$ cat src/assert_macros.svh
// ----------------------------------------------------------------------------
// assert_macros.svh
// Concurrent assertion helpers, compiled out when SYNTH is defined.
// ----------------------------------------------------------------------------
`ifndef ASSERT_MACROS_SVH
`define ASSERT_MACROS_SVH

`ifndef SYNTH

// property must hold at every clock edge outside reset
`define ASSERT_AT(name, clk, rst, prop, msg) \
   name: assert property (@(posedge clk) disable iff (rst) (prop)) else $error(msg);

// expression must never be true outside reset
`define ASSERT_NEVER(name, clk, rst, expr, msg) \
   name: assert property (@(posedge clk) disable iff (rst) !(expr)) else $error(msg);

`else

`define ASSERT_AT(name, clk, rst, prop, msg)
`define ASSERT_NEVER(name, clk, rst, expr, msg)

`endif

`endif

$ cat src/plvp_pkg.sv
// ----------------------------------------------------------------------------
// plvp_pkg
// Types and codes of the posting list variable-byte parser.
// ----------------------------------------------------------------------------
package plvp_pkg;

   // parse phase codes
   localparam logic [2:0] PH_WLEN   = 3'd0;
   localparam logic [2:0] PH_WORD   = 3'd1;
   localparam logic [2:0] PH_NPOSTS = 3'd2;
   localparam logic [2:0] PH_DOC    = 3'd3;
   localparam logic [2:0] PH_EARLY  = 3'd4;
   localparam logic [2:0] PH_NENT   = 3'd5;
   localparam logic [2:0] PH_VARINT = 3'd6;
   localparam logic [2:0] PH_LOC    = 3'd7;

   // result kind codes
   localparam logic [1:0] KIND_WORD_BYTE = 2'd0;
   localparam logic [1:0] KIND_POST_HDR  = 2'd1;
   localparam logic [1:0] KIND_ENTRY     = 2'd2;
   localparam logic [1:0] KIND_LIST_END  = 2'd3;

   // field sizes in bytes, as last byte index
   localparam logic [2:0] LAST_IDX_WLEN = 3'd1;
   localparam logic [2:0] LAST_IDX_DOC  = 3'd3;
   localparam logic [2:0] LAST_IDX_Q64  = 3'd7;

   // variable-byte coding
   localparam logic [7:0] VB_DATA_MASK = 8'h7F;
   localparam logic [7:0] VB_END_BIT   = 8'h80;
   localparam logic [5:0] SHIFT_STEP   = 6'd7;
   localparam logic [5:0] SHIFT_CAP    = 6'd35;
   localparam logic [5:0] SHIFT_LIMIT  = 6'd32;

   typedef struct packed {
      logic [1:0]  kind;
      logic [7:0]  word_byte;
      logic [31:0] doc_id;
      logic [63:0] earliest_start;
      logic [31:0] position;
      logic [7:0]  location;
      logic        last_in_post;
      logic        last_in_list;
   } result_type;

endpackage

$ cat src/posting_list_delta_varbyte_parser_top.sv
// ----------------------------------------------------------------------------
// posting_list_delta_varbyte_parser_top
// Byte-serial parser of a delta/variable-byte coded posting list.
//
//   channel | direction | handshake          | payload
//   --------+-----------+--------------------+-------------------------------
//   req     | in        | req_valid/req_stall| req_in_byte
//   rsp     | out       | rsp_valid/rsp_stall| kind, word, doc, start, pos...
//
// One stream byte is taken every cycle while req_stall is low; its result,
// if any, is registered in the output register, or in the skid register
// while the output is stalled. Parse state updates in the cycle of the
// transfer.
// A one-entry skid register holds a result while the output is stalled;
// req_stall rises only while that skid register is full.
// Synchronous active-high reset clears the phase, counters and valid flags.
// ----------------------------------------------------------------------------
`include "assert_macros.svh"

module posting_list_delta_varbyte_parser_top
   import plvp_pkg::*;
(
   input  logic        clock,
   input  logic        reset,
   input  logic        req_valid,
   output logic        req_stall,
   input  logic [7:0]  req_in_byte,
   output logic        rsp_valid,
   input  logic        rsp_stall,
   output logic [1:0]  rsp_kind,
   output logic [7:0]  rsp_word_byte,
   output logic [31:0] rsp_doc_id,
   output logic [63:0] rsp_earliest_start,
   output logic [31:0] rsp_position,
   output logic [7:0]  rsp_location,
   output logic        rsp_last_in_post,
   output logic        rsp_last_in_list
);

   // parse state
   logic [2:0]  phase_ff, phase_in;
   logic [2:0]  idx_ff, idx_in;
   logic [63:0] asm_ff, asm_in;
   logic [15:0] word_left_ff, word_left_in;
   logic [63:0] posts_left_ff, posts_left_in;
   logic [63:0] entries_left_ff, entries_left_in;
   logic [31:0] doc_ff, doc_in;
   logic [63:0] early_ff, early_in;
   logic [31:0] vint_ff, vint_in;
   logic [5:0]  shift_ff, shift_in;
   logic [31:0] prev_pos_ff, prev_pos_in;

   // output and skid registers
   logic        rsp_valid_ff;
   logic        skid_valid_ff;
   result_type  rsp_data_ff;
   result_type  skid_data_ff;

   logic        accept;
   logic        rsp_take;
   logic        produce;
   result_type  result;

   logic [63:0] asm_full;
   logic [15:0] word_left_dec;
   logic [63:0] posts_left_dec;
   logic [63:0] entries_left_dec;
   logic [31:0] pos_sum;
   logic [5:0]  shift_add;

   assign accept   = req_valid && !req_stall;
   assign rsp_take = rsp_valid_ff && !rsp_stall;

   // field byte lands at its little-endian place
   assign asm_full = asm_ff | ({56'd0, req_in_byte} << {idx_ff, 3'b000});

   assign word_left_dec    = word_left_ff - 16'd1;
   assign posts_left_dec   = posts_left_ff - 64'd1;
   assign entries_left_dec = entries_left_ff - 64'd1;
   assign pos_sum          = prev_pos_ff + vint_ff;
   assign shift_add        = shift_ff + SHIFT_STEP;

   // next state and result for one stream byte
   always_comb begin
      phase_in        = phase_ff;
      idx_in          = idx_ff;
      asm_in          = asm_ff;
      word_left_in    = word_left_ff;
      posts_left_in   = posts_left_ff;
      entries_left_in = entries_left_ff;
      doc_in          = doc_ff;
      early_in        = early_ff;
      vint_in         = vint_ff;
      shift_in        = shift_ff;
      prev_pos_in     = prev_pos_ff;
      produce         = 1'b0;
      result          = '0;

      unique case (phase_ff)
         PH_WORD: begin
            produce          = 1'b1;
            result.kind      = KIND_WORD_BYTE;
            result.word_byte = req_in_byte;
            word_left_in     = word_left_dec;
            if (word_left_dec == 16'd0) begin
               phase_in = PH_NPOSTS;
               asm_in   = '0;
               idx_in   = '0;
            end
         end

         PH_NPOSTS: begin
            if (idx_ff >= LAST_IDX_Q64) begin
               idx_in        = '0;
               asm_in        = '0;
               posts_left_in = asm_full;
               if (asm_full == 64'd0) begin
                  phase_in            = PH_WLEN;
                  produce             = 1'b1;
                  result.kind         = KIND_LIST_END;
                  result.last_in_list = 1'b1;
               end else begin
                  phase_in = PH_DOC;
               end
            end else begin
               idx_in = idx_ff + 3'd1;
               asm_in = asm_full;
            end
         end

         PH_DOC: begin
            if (idx_ff >= LAST_IDX_DOC) begin
               idx_in   = '0;
               asm_in   = '0;
               doc_in   = asm_full[31:0];
               phase_in = PH_EARLY;
            end else begin
               idx_in = idx_ff + 3'd1;
               asm_in = asm_full;
            end
         end

         PH_EARLY: begin
            if (idx_ff >= LAST_IDX_Q64) begin
               idx_in   = '0;
               asm_in   = '0;
               early_in = asm_full;
               phase_in = PH_NENT;
            end else begin
               idx_in = idx_ff + 3'd1;
               asm_in = asm_full;
            end
         end

         PH_NENT: begin
            if (idx_ff >= LAST_IDX_Q64) begin
               idx_in                = '0;
               asm_in                = '0;
               entries_left_in       = asm_full;
               posts_left_in         = posts_left_dec;
               produce               = 1'b1;
               result.kind           = KIND_POST_HDR;
               result.doc_id         = doc_ff;
               result.earliest_start = early_ff;
               if (asm_full == 64'd0) begin
                  // post without entries closes here
                  result.last_in_post = 1'b1;
                  result.last_in_list = (posts_left_dec == 64'd0);
                  phase_in = (posts_left_dec == 64'd0) ? PH_WLEN : PH_DOC;
               end else begin
                  vint_in  = '0;
                  shift_in = '0;
                  phase_in = PH_VARINT;
               end
            end else begin
               idx_in = idx_ff + 3'd1;
               asm_in = asm_full;
            end
         end

         PH_VARINT: begin
            // data bits past bit 31 are dropped
            if (shift_ff < SHIFT_LIMIT) begin
               vint_in = vint_ff | ({24'd0, req_in_byte & VB_DATA_MASK} << shift_ff[4:0]);
            end
            if ((req_in_byte & VB_END_BIT) != 8'd0) begin
               phase_in = PH_LOC;
            end else begin
               shift_in = (shift_add > SHIFT_CAP) ? SHIFT_CAP : shift_add;
            end
         end

         PH_LOC: begin
            prev_pos_in           = pos_sum;
            entries_left_in       = entries_left_dec;
            produce               = 1'b1;
            result.kind           = KIND_ENTRY;
            result.doc_id         = doc_ff;
            result.earliest_start = early_ff;
            result.position       = pos_sum;
            result.location       = req_in_byte;
            if (entries_left_dec == 64'd0) begin
               result.last_in_post = 1'b1;
               result.last_in_list = (posts_left_ff == 64'd0);
               phase_in = (posts_left_ff == 64'd0) ? PH_WLEN : PH_DOC;
            end else begin
               vint_in  = '0;
               shift_in = '0;
               phase_in = PH_VARINT;
            end
         end

         default: begin
            // expecting the word length
            if (idx_ff >= LAST_IDX_WLEN) begin
               idx_in       = '0;
               asm_in       = '0;
               word_left_in = asm_full[15:0];
               prev_pos_in  = '0;
               phase_in     = (asm_full[15:0] == 16'd0) ? PH_NPOSTS : PH_WORD;
            end else begin
               idx_in = idx_ff + 3'd1;
               asm_in = (idx_ff == 3'd0) ? ({56'd0, req_in_byte}) : asm_full;
            end
         end
      endcase
   end

   // parse state registers
   always_ff @(posedge clock) begin
      if (reset) begin
         phase_ff        <= PH_WLEN;
         idx_ff          <= '0;
         asm_ff          <= '0;
         word_left_ff    <= '0;
         posts_left_ff   <= '0;
         entries_left_ff <= '0;
         doc_ff          <= '0;
         early_ff        <= '0;
         vint_ff         <= '0;
         shift_ff        <= '0;
         prev_pos_ff     <= '0;
      end else if (accept) begin
         phase_ff        <= phase_in;
         idx_ff          <= idx_in;
         asm_ff          <= asm_in;
         word_left_ff    <= word_left_in;
         posts_left_ff   <= posts_left_in;
         entries_left_ff <= entries_left_in;
         doc_ff          <= doc_in;
         early_ff        <= early_in;
         vint_ff         <= vint_in;
         shift_ff        <= shift_in;
         prev_pos_ff     <= prev_pos_in;
      end
   end

   // output register with one-entry skid
   always_ff @(posedge clock) begin
      if (reset) begin
         rsp_valid_ff  <= 1'b0;
         skid_valid_ff <= 1'b0;
      end else if (skid_valid_ff) begin
         if (rsp_take) begin
            rsp_data_ff   <= skid_data_ff;
            skid_valid_ff <= 1'b0;
         end
      end else if (accept && produce) begin
         if (!rsp_valid_ff || rsp_take) begin
            rsp_data_ff  <= result;
            rsp_valid_ff <= 1'b1;
         end else begin
            skid_data_ff  <= result;
            skid_valid_ff <= 1'b1;
         end
      end else if (rsp_take) begin
         rsp_valid_ff <= 1'b0;
      end
   end

   assign req_stall          = skid_valid_ff;
   assign rsp_valid          = rsp_valid_ff;
   assign rsp_kind           = rsp_data_ff.kind;
   assign rsp_word_byte      = rsp_data_ff.word_byte;
   assign rsp_doc_id         = rsp_data_ff.doc_id;
   assign rsp_earliest_start = rsp_data_ff.earliest_start;
   assign rsp_position       = rsp_data_ff.position;
   assign rsp_location       = rsp_data_ff.location;
   assign rsp_last_in_post   = rsp_data_ff.last_in_post;
   assign rsp_last_in_list   = rsp_data_ff.last_in_list;

   // checks
   `ASSERT_NEVER(a_skid_without_out, clock, reset, skid_valid_ff && !rsp_valid_ff, "skid full while output empty")
   `ASSERT_AT(a_list_close, clock, reset, (rsp_valid_ff && rsp_data_ff.last_in_list) |-> (rsp_data_ff.last_in_post || rsp_data_ff.kind == KIND_LIST_END), "list closed without closing a post")
   `ASSERT_AT(a_shift_steps, clock, reset, shift_ff == 6'd0 || shift_ff == 6'd7 || shift_ff == 6'd14 || shift_ff == 6'd21 || shift_ff == 6'd28 || shift_ff == 6'd35, "varint shift off its step grid")
   `ASSERT_AT(a_loc_after_varint, clock, reset, (phase_ff == PH_LOC && $past(phase_ff) != PH_LOC) |-> ($past(phase_ff) == PH_VARINT), "location phase entered not from varint")

endmodule

$ cat config.mk
export PLATFORM = sky130hd
export DESIGN_NAME = posting_list_delta_varbyte_parser_top
export DESIGN_NICKNAME = d
export VERILOG_FILES = /design/src/plvp_pkg.sv /design/src/posting_list_delta_varbyte_parser_top.sv
export VERILOG_INCLUDE_DIRS = /design/src /design/src/src
export SDC_FILE = /design/constraint.sdc
export NUM_CORES = 1
export LEC_CHECK = 0
export BUFFER_PORTS_ARGS = -buffer_cell sky130_fd_sc_hd__buf_4
export CORE_MARGIN = 8
export CORE_UTILIZATION = 30
export DETAILED_ROUTE_END_ITERATION = 10
export HOLD_SLACK_MARGIN = 0.03
export PLACE_DENSITY = 0.44
export SETUP_SLACK_MARGIN = 0.4
export SYNTH_ARGS = -nofsm -noshare
export SYNTH_HDL_FRONTEND = slang
export SYNTH_SLANG_ARGS = --single-unit
$ cat constraint.sdc
create_clock -name clock -period 21.5 [get_ports clock]
set_input_delay 3.225 -clock clock [delete_from_list [all_inputs] [get_ports clock]]
set_output_delay 3.225 -clock clock [all_outputs]
set_load 0.02 [all_outputs]
=== After elaboration in Yosys (flattened, before gate mapping) ===
Cells that the tools add are included.

* Flip-flop bits (word level): 678
* Input bits: 12
* Output and inout port bits: 150
* Logic and storage cells: 182

* Add/sub/neg operators: 6
* Magnitude comparators: 5
* Equality and inequality tests: 19
* Shift operators: 2
* Multiplexer cells: 72
* Bitwise gates (word level): 8
* Reduce and logical (&&, ||, !) cells: 41

{| class="wikitable"
|+ Operators by type and width
! cell !! count
|-
| $mux 148 || 4
|-
| $mux 64 || 7
|-
| $logic_not 64->1 || 4
|-
| $pmux 64 s2 || 2
|-
| $pmux 64 s4 || 1
|-
| $pmux 96 s2 || 1
|-
| $mux 32 || 5
|-
| $sub 64x1->64 const B || 2
|-
| $mux 96 || 1
|-
| $pmux 32 s3 || 1
|-
| $or 64x64->64 || 1
|-
| $pmux 32 s2 || 1
|-
| $shl 8x6->64 || 1
|-
| $mux 40 || 1
|-
| $mux 3 || 13
|-
| $add 32x32->32 || 1
|-
| $logic_not 16->1 || 2
|-
| $or 32x32->32 || 1
|-
| $pmux 16 s2 || 1
|-
| $shl 7x5->32 || 1
|-
| $mux 6 || 5
|-
| $pmux 3 s7 || 1
|-
| $reduce_and 3->1 || 7
|-
| $ne 2x2->1 const B || 10
|-
| 35 further kinds || 79
|}

=== Depth between registers and ports, before layout ===
* Depth in word-level cells: 9
* Depth in mapped cells: 16
* Gate-level depth less buffers: 12

=== Least setup slack after synthesis ===
OpenSTA, ideal clock, no wires.

* Path type: input -> register
* Start point: input req_in_byte[2]
* End point: register rsp_data_ff, in the netlist rsp_doc_id[0], enable pin
* Library setup time: 867 ps
* Arrival time: 16,130 ps
* Required time: 20,633 ps
* Path slack: 4,503 ps
* Cell stages on the path: 10
* Path buffers: 1
* Cell sequence: clkbuf_1 > nor2b_1 > a21oi_1 > nand4_1 > nor4_1 > nand4_1 > or3_1 > a31oi_1 > a21oi_1 > nor3b_1

* Longest elaborated chain between the ends: 9

{| class="wikitable"
|+ RTL lines
! what !! line !! RTL
|-
| from (decl) || posting_list_delta_varbyte_parser_top.sv:27 || <nowiki>input logic [7:0] req_in_byte,</nowiki>
|-
| $shl 8x6->64 || posting_list_delta_varbyte_parser_top.sv:75 || <nowiki>assign asm_full = asm_ff | ({56'd0, req_in_byte} << {idx_ff, 3'b000});</nowiki>
|-
| $or 64x64->64 || posting_list_delta_varbyte_parser_top.sv:75 ||
|-
| $logic_not 64->1 || posting_list_delta_varbyte_parser_top.sv:117 || <nowiki>if (asm_full == 64'd0) begin</nowiki>
|-
| $mux 1 || posting_list_delta_varbyte_parser_top.sv:117 ||
|-
| $mux 1 || posting_list_delta_varbyte_parser_top.sv:113 || <nowiki>if (idx_ff >= LAST_IDX_Q64) begin</nowiki>
|-
| $pmux 1 s3 || posting_list_delta_varbyte_parser_top.sv:99 || <nowiki>unique case (phase_ff)</nowiki>
|-
| $logic_and 1x1->1 || posting_list_delta_varbyte_parser_top.sv:268 || <nowiki>end else if (accept && produce) begin</nowiki>
|-
| $reduce_bool 2->1 (no line) || -- ||
|-
| $reduce_and 4->1 (no line) || -- ||
|-
| to (signal assigned) || posting_list_delta_varbyte_parser_top.sv:265 || <nowiki>rsp_data_ff <= skid_data_ff;</nowiki>
|-
| to (signal assigned) || posting_list_delta_varbyte_parser_top.sv:270 || <nowiki>rsp_data_ff <= result;</nowiki>
|-
| to (decl) || posting_list_delta_varbyte_parser_top.sv:56 || <nowiki>result_type rsp_data_ff;</nowiki>
|}

Every way passes these cells.
A chain may end at the register's enable or synchronous reset.

=== Final worst setup path ===
* Start point: input req_in_byte[7]
* End point: register rsp_data_ff, in the netlist rsp_earliest_start[57], enable pin

Same word-level chain as after synthesis.

==> results.yml <==
synth:
  avgSynthCellArea_um2: 9.26
  synth_edf_count: 296
  yosys_warnings: 0
  yosysSeqAreaShare: 0.493
  syn-cell-area_um2: 33500
  synth_ff_type: "dfxtp_1"
  yosysTopAreaCell: "edfxtp_1"
  ys_async_sr_fraction: 0
  synth_nets: 3679
  ys_types: 84
  yosys.area.top_type_share: 0.265
  syn-instance-count: 3622
  yosys-top-cells-area: "edfxtp_1 (27%), dfxtp_1 (23%), nor2_1 (5.4%)"
  ys_seq_elements: 678
floorplan:
  initial_core_util: 0.302
  die_height_um: 350
  row_count: 122
  io_pins: 162
  die_area_um2: 123000
  fp.coreArea_um2: 111000
  die_x_um: 350
pwr:
  p_clk_frac: 0.412
  power.density_nw_per_um2: 86.6
  power_frac_seq: 0.423
  p_sw_mw: 0.998
  vdd_drop_max_mv: 0.0607
  p_int_mw: 2.36
  combPwrFrac: 0.165
  power_leakage_nw: 13.9
  swShare: 0.297
outcome:
  outcome: "finished, final reports clean"
layout:
  final_cell_mix: "nor2_1 (478), dfxtp_1 (381), nand2_1 (308), edfxtp_1 (296), a21oi_1 (255)"
  final_common_cell: "nor2_1"
  area_growth_pct: 15.5
  layout.nets: 3704
  layout-drive-gt1-share: 0.142
  finish.instance_area_um2: 38700
flow_run:
  max_cap_viol_count: 0
clock_network:
  cts_hold_buf: 0
  cts_resized: 0
  post_cts.repair.setup_buffers: 0
  htreeDepth: 3
  worstSkewPairLatency_ps: 660
  clkSlewWorstSetupHoldPaths_ps: 60
  clock-sinks: 678
  root_buffer: "clkbuf_16"
  cts_tree: "built"
  numCtsBuffers: 81
  cts_buffer_depth: 3
setup_path:
  crit_type: "input pin to register"
  cp.required_ps: 21770
  worstSetupEndpointType: "register"
  crit_fanout: 61
  critPathArrivalTime_ps: 9350
  cp-start-kind: "input pin"
drt:
  via_per_inst: 5.40
  drc_errors: 0
  wl_um: 120000
  drt-initial-drc-count: 2783
  wl_per_cell_um: 23.0
  vias: 28100
  ant_nets: 0
  drt_pass1_iterations: 6
grt:
  grt_max_degree: 188
  antenna_found_initial: 6
  grt_pass1_wl_um: 177000
  grt_pass1_vias: 26200
  gr-usage-all-layers: 0.187
  overflow: 0
placement:
  port_buffers: 161
  dpl_cell_area_um2: 36100
  dp_hpwl_um: 83200
  gp_congestion: 0.919
timing:
  tns_ps: 0
  rsz0062_at_grt: "no"
  slew_viol_final: 0
  slew_headroom: 0.206
  finalHoldViolCount: 0
  fin_crit_sh: 0.422
  worst_pin_slew_ps: 1180
  fin_skew_ps: 26.2
  setup_viol: 0
  fmax_mhz: 110
  min_period_ps: 9070
hold_path:
  hp-class: "register to register"
[synth_stat cells, drive strengths merged (13+ instances only)]
cell and instances:
o211ai 13, clkbuf 246, mux2 137, and3 22
edfxtp 296, nand4 62, o21a 27, nor2b 22
mux2i 16, nand3 62, nand2 309, a21oi 255
a2bb2oi 51, xnor2 35, a21o 23, xor2 35
nor4 79, a211oi 130, nor3 145, and2 119
nand2b 18, o22ai 30, nor2 482, o21ai 207
buf 27, o31ai 26, or4 18, dfxtp 382
or3 30, inv 37, or2 18, a22oi 51
ha 44, nor4b 20, a31oi 47
[cell families (layout without fill, tap and decap cells)]
logic type | count (synthesis) | in the layout | synth area share
xor gates and xnor gates | 70 | 70 | 0.0183
buffers and inverters | 310 | 400 | 0.0363
and+or+nand+nor | 1444 | 1444 | 0.210
muxes | 153 | 153 | 0.0508
AOI/OAI and AO/OA | 922 | 922 | 0.174
other | 0 | 3 | 0
DFF | 678 | 678 | 0.493
adders and majority gates | 45 | 45 | 0.0170
[worst paths after layout]
path,start,to,slack [ps],cells past startpoint
worst min-delay path,prev_pos_ff[9],prev_pos_ff[9],460,2
worst max register to register,idx_ff[1],rsp_earliest_start[57],14440,13
worst max-delay path,req_in_byte[7],rsp_earliest_start[57],12430,13
worst min register to register,prev_pos_ff[9],prev_pos_ff[9],460,2
[per-stage QoR]
stage	std cells	hold WS, ps	utilization	total power [mW]	worst slack (ps)
after global routing	5200	481	0.349	3.49	12200
after detailed placement	5052	453	0.325	1.99	11680
after global placement	5052	442	0.325	2.00	11830
after floorplan	3622	440	-	1.79	4500
after CTS	5200	461	0.349	3.39	12380
final	5203	460	0.349	3.35	12430
[layer usage]
layer / up-vias / global-route usage / wire [um]
met5: - / 0 / 13
met4: 2 / 0.0635 / 3680
li1: 13400 / - / -
met1: 13600 / 0.273 / 57200
met2: 887 / 0.281 / 51700
met3: 173 / 0.0286 / 7110
[state kept, by name (all words and copies together) (netlist names), 3 cells and up]
register / cells
skid_data_ff: 148
asm_ff: 64
early_ff: 64
entries_left_ff: 64
posts_left_ff: 64
rsp_earliest_start: 64
doc_ff: 32
prev_pos_ff: 32
rsp_doc_id: 32
rsp_position: 32
vint_ff: 32
word_left_ff: 16
rsp_location: 8
rsp_word_byte: 8
shift_ff: 6
idx_ff: 3
phase_ff: 3
[final cells by class]
| cell class | count | area [um2] |
|---|---|---|
| fill | 11500 | 72100 |
| sequential | 678 | 16500 |
| multi-input combinational | 2634 | 15900 |
| clock buffer | 109 | 2260 |
| tap | 1488 | 1860 |
| timing repair buffer | 215 | 1630 |
| clock inverter | 39 | 383 |
| inverter | 37 | 139 |
| antenna | 3 | 7.51 |
[power groups by stage]
| stage | Clock [mW] | Sequential, mW | Combinational, mW |
|---|---|---|---|
| 2_1_floorplan | 0 | 1.47 | 0.321 |
| 3_3_place_gp | 0 | 1.45 | 0.550 |
| 3_5_place_dp | 0 | 1.45 | 0.548 |
| 4_1_cts | 1.42 | 1.42 | 0.550 |
| 5_1_grt | 1.47 | 1.43 | 0.594 |
| 6_report | 1.38 | 1.42 | 0.554 |
[worst max-delay path: stages]
cell and delay, ps:
buf_4 210, nor2b_1 250, a21oi_1 780, nand4_1 160, nor4_1 940, nand4_1 620, or3_1 620, a31oi_1 250
a21oi_1 70, nor3b_2 260, buf_4 490, buf_4 600, buf_4 700
Power figures use the tool's default switching activity.
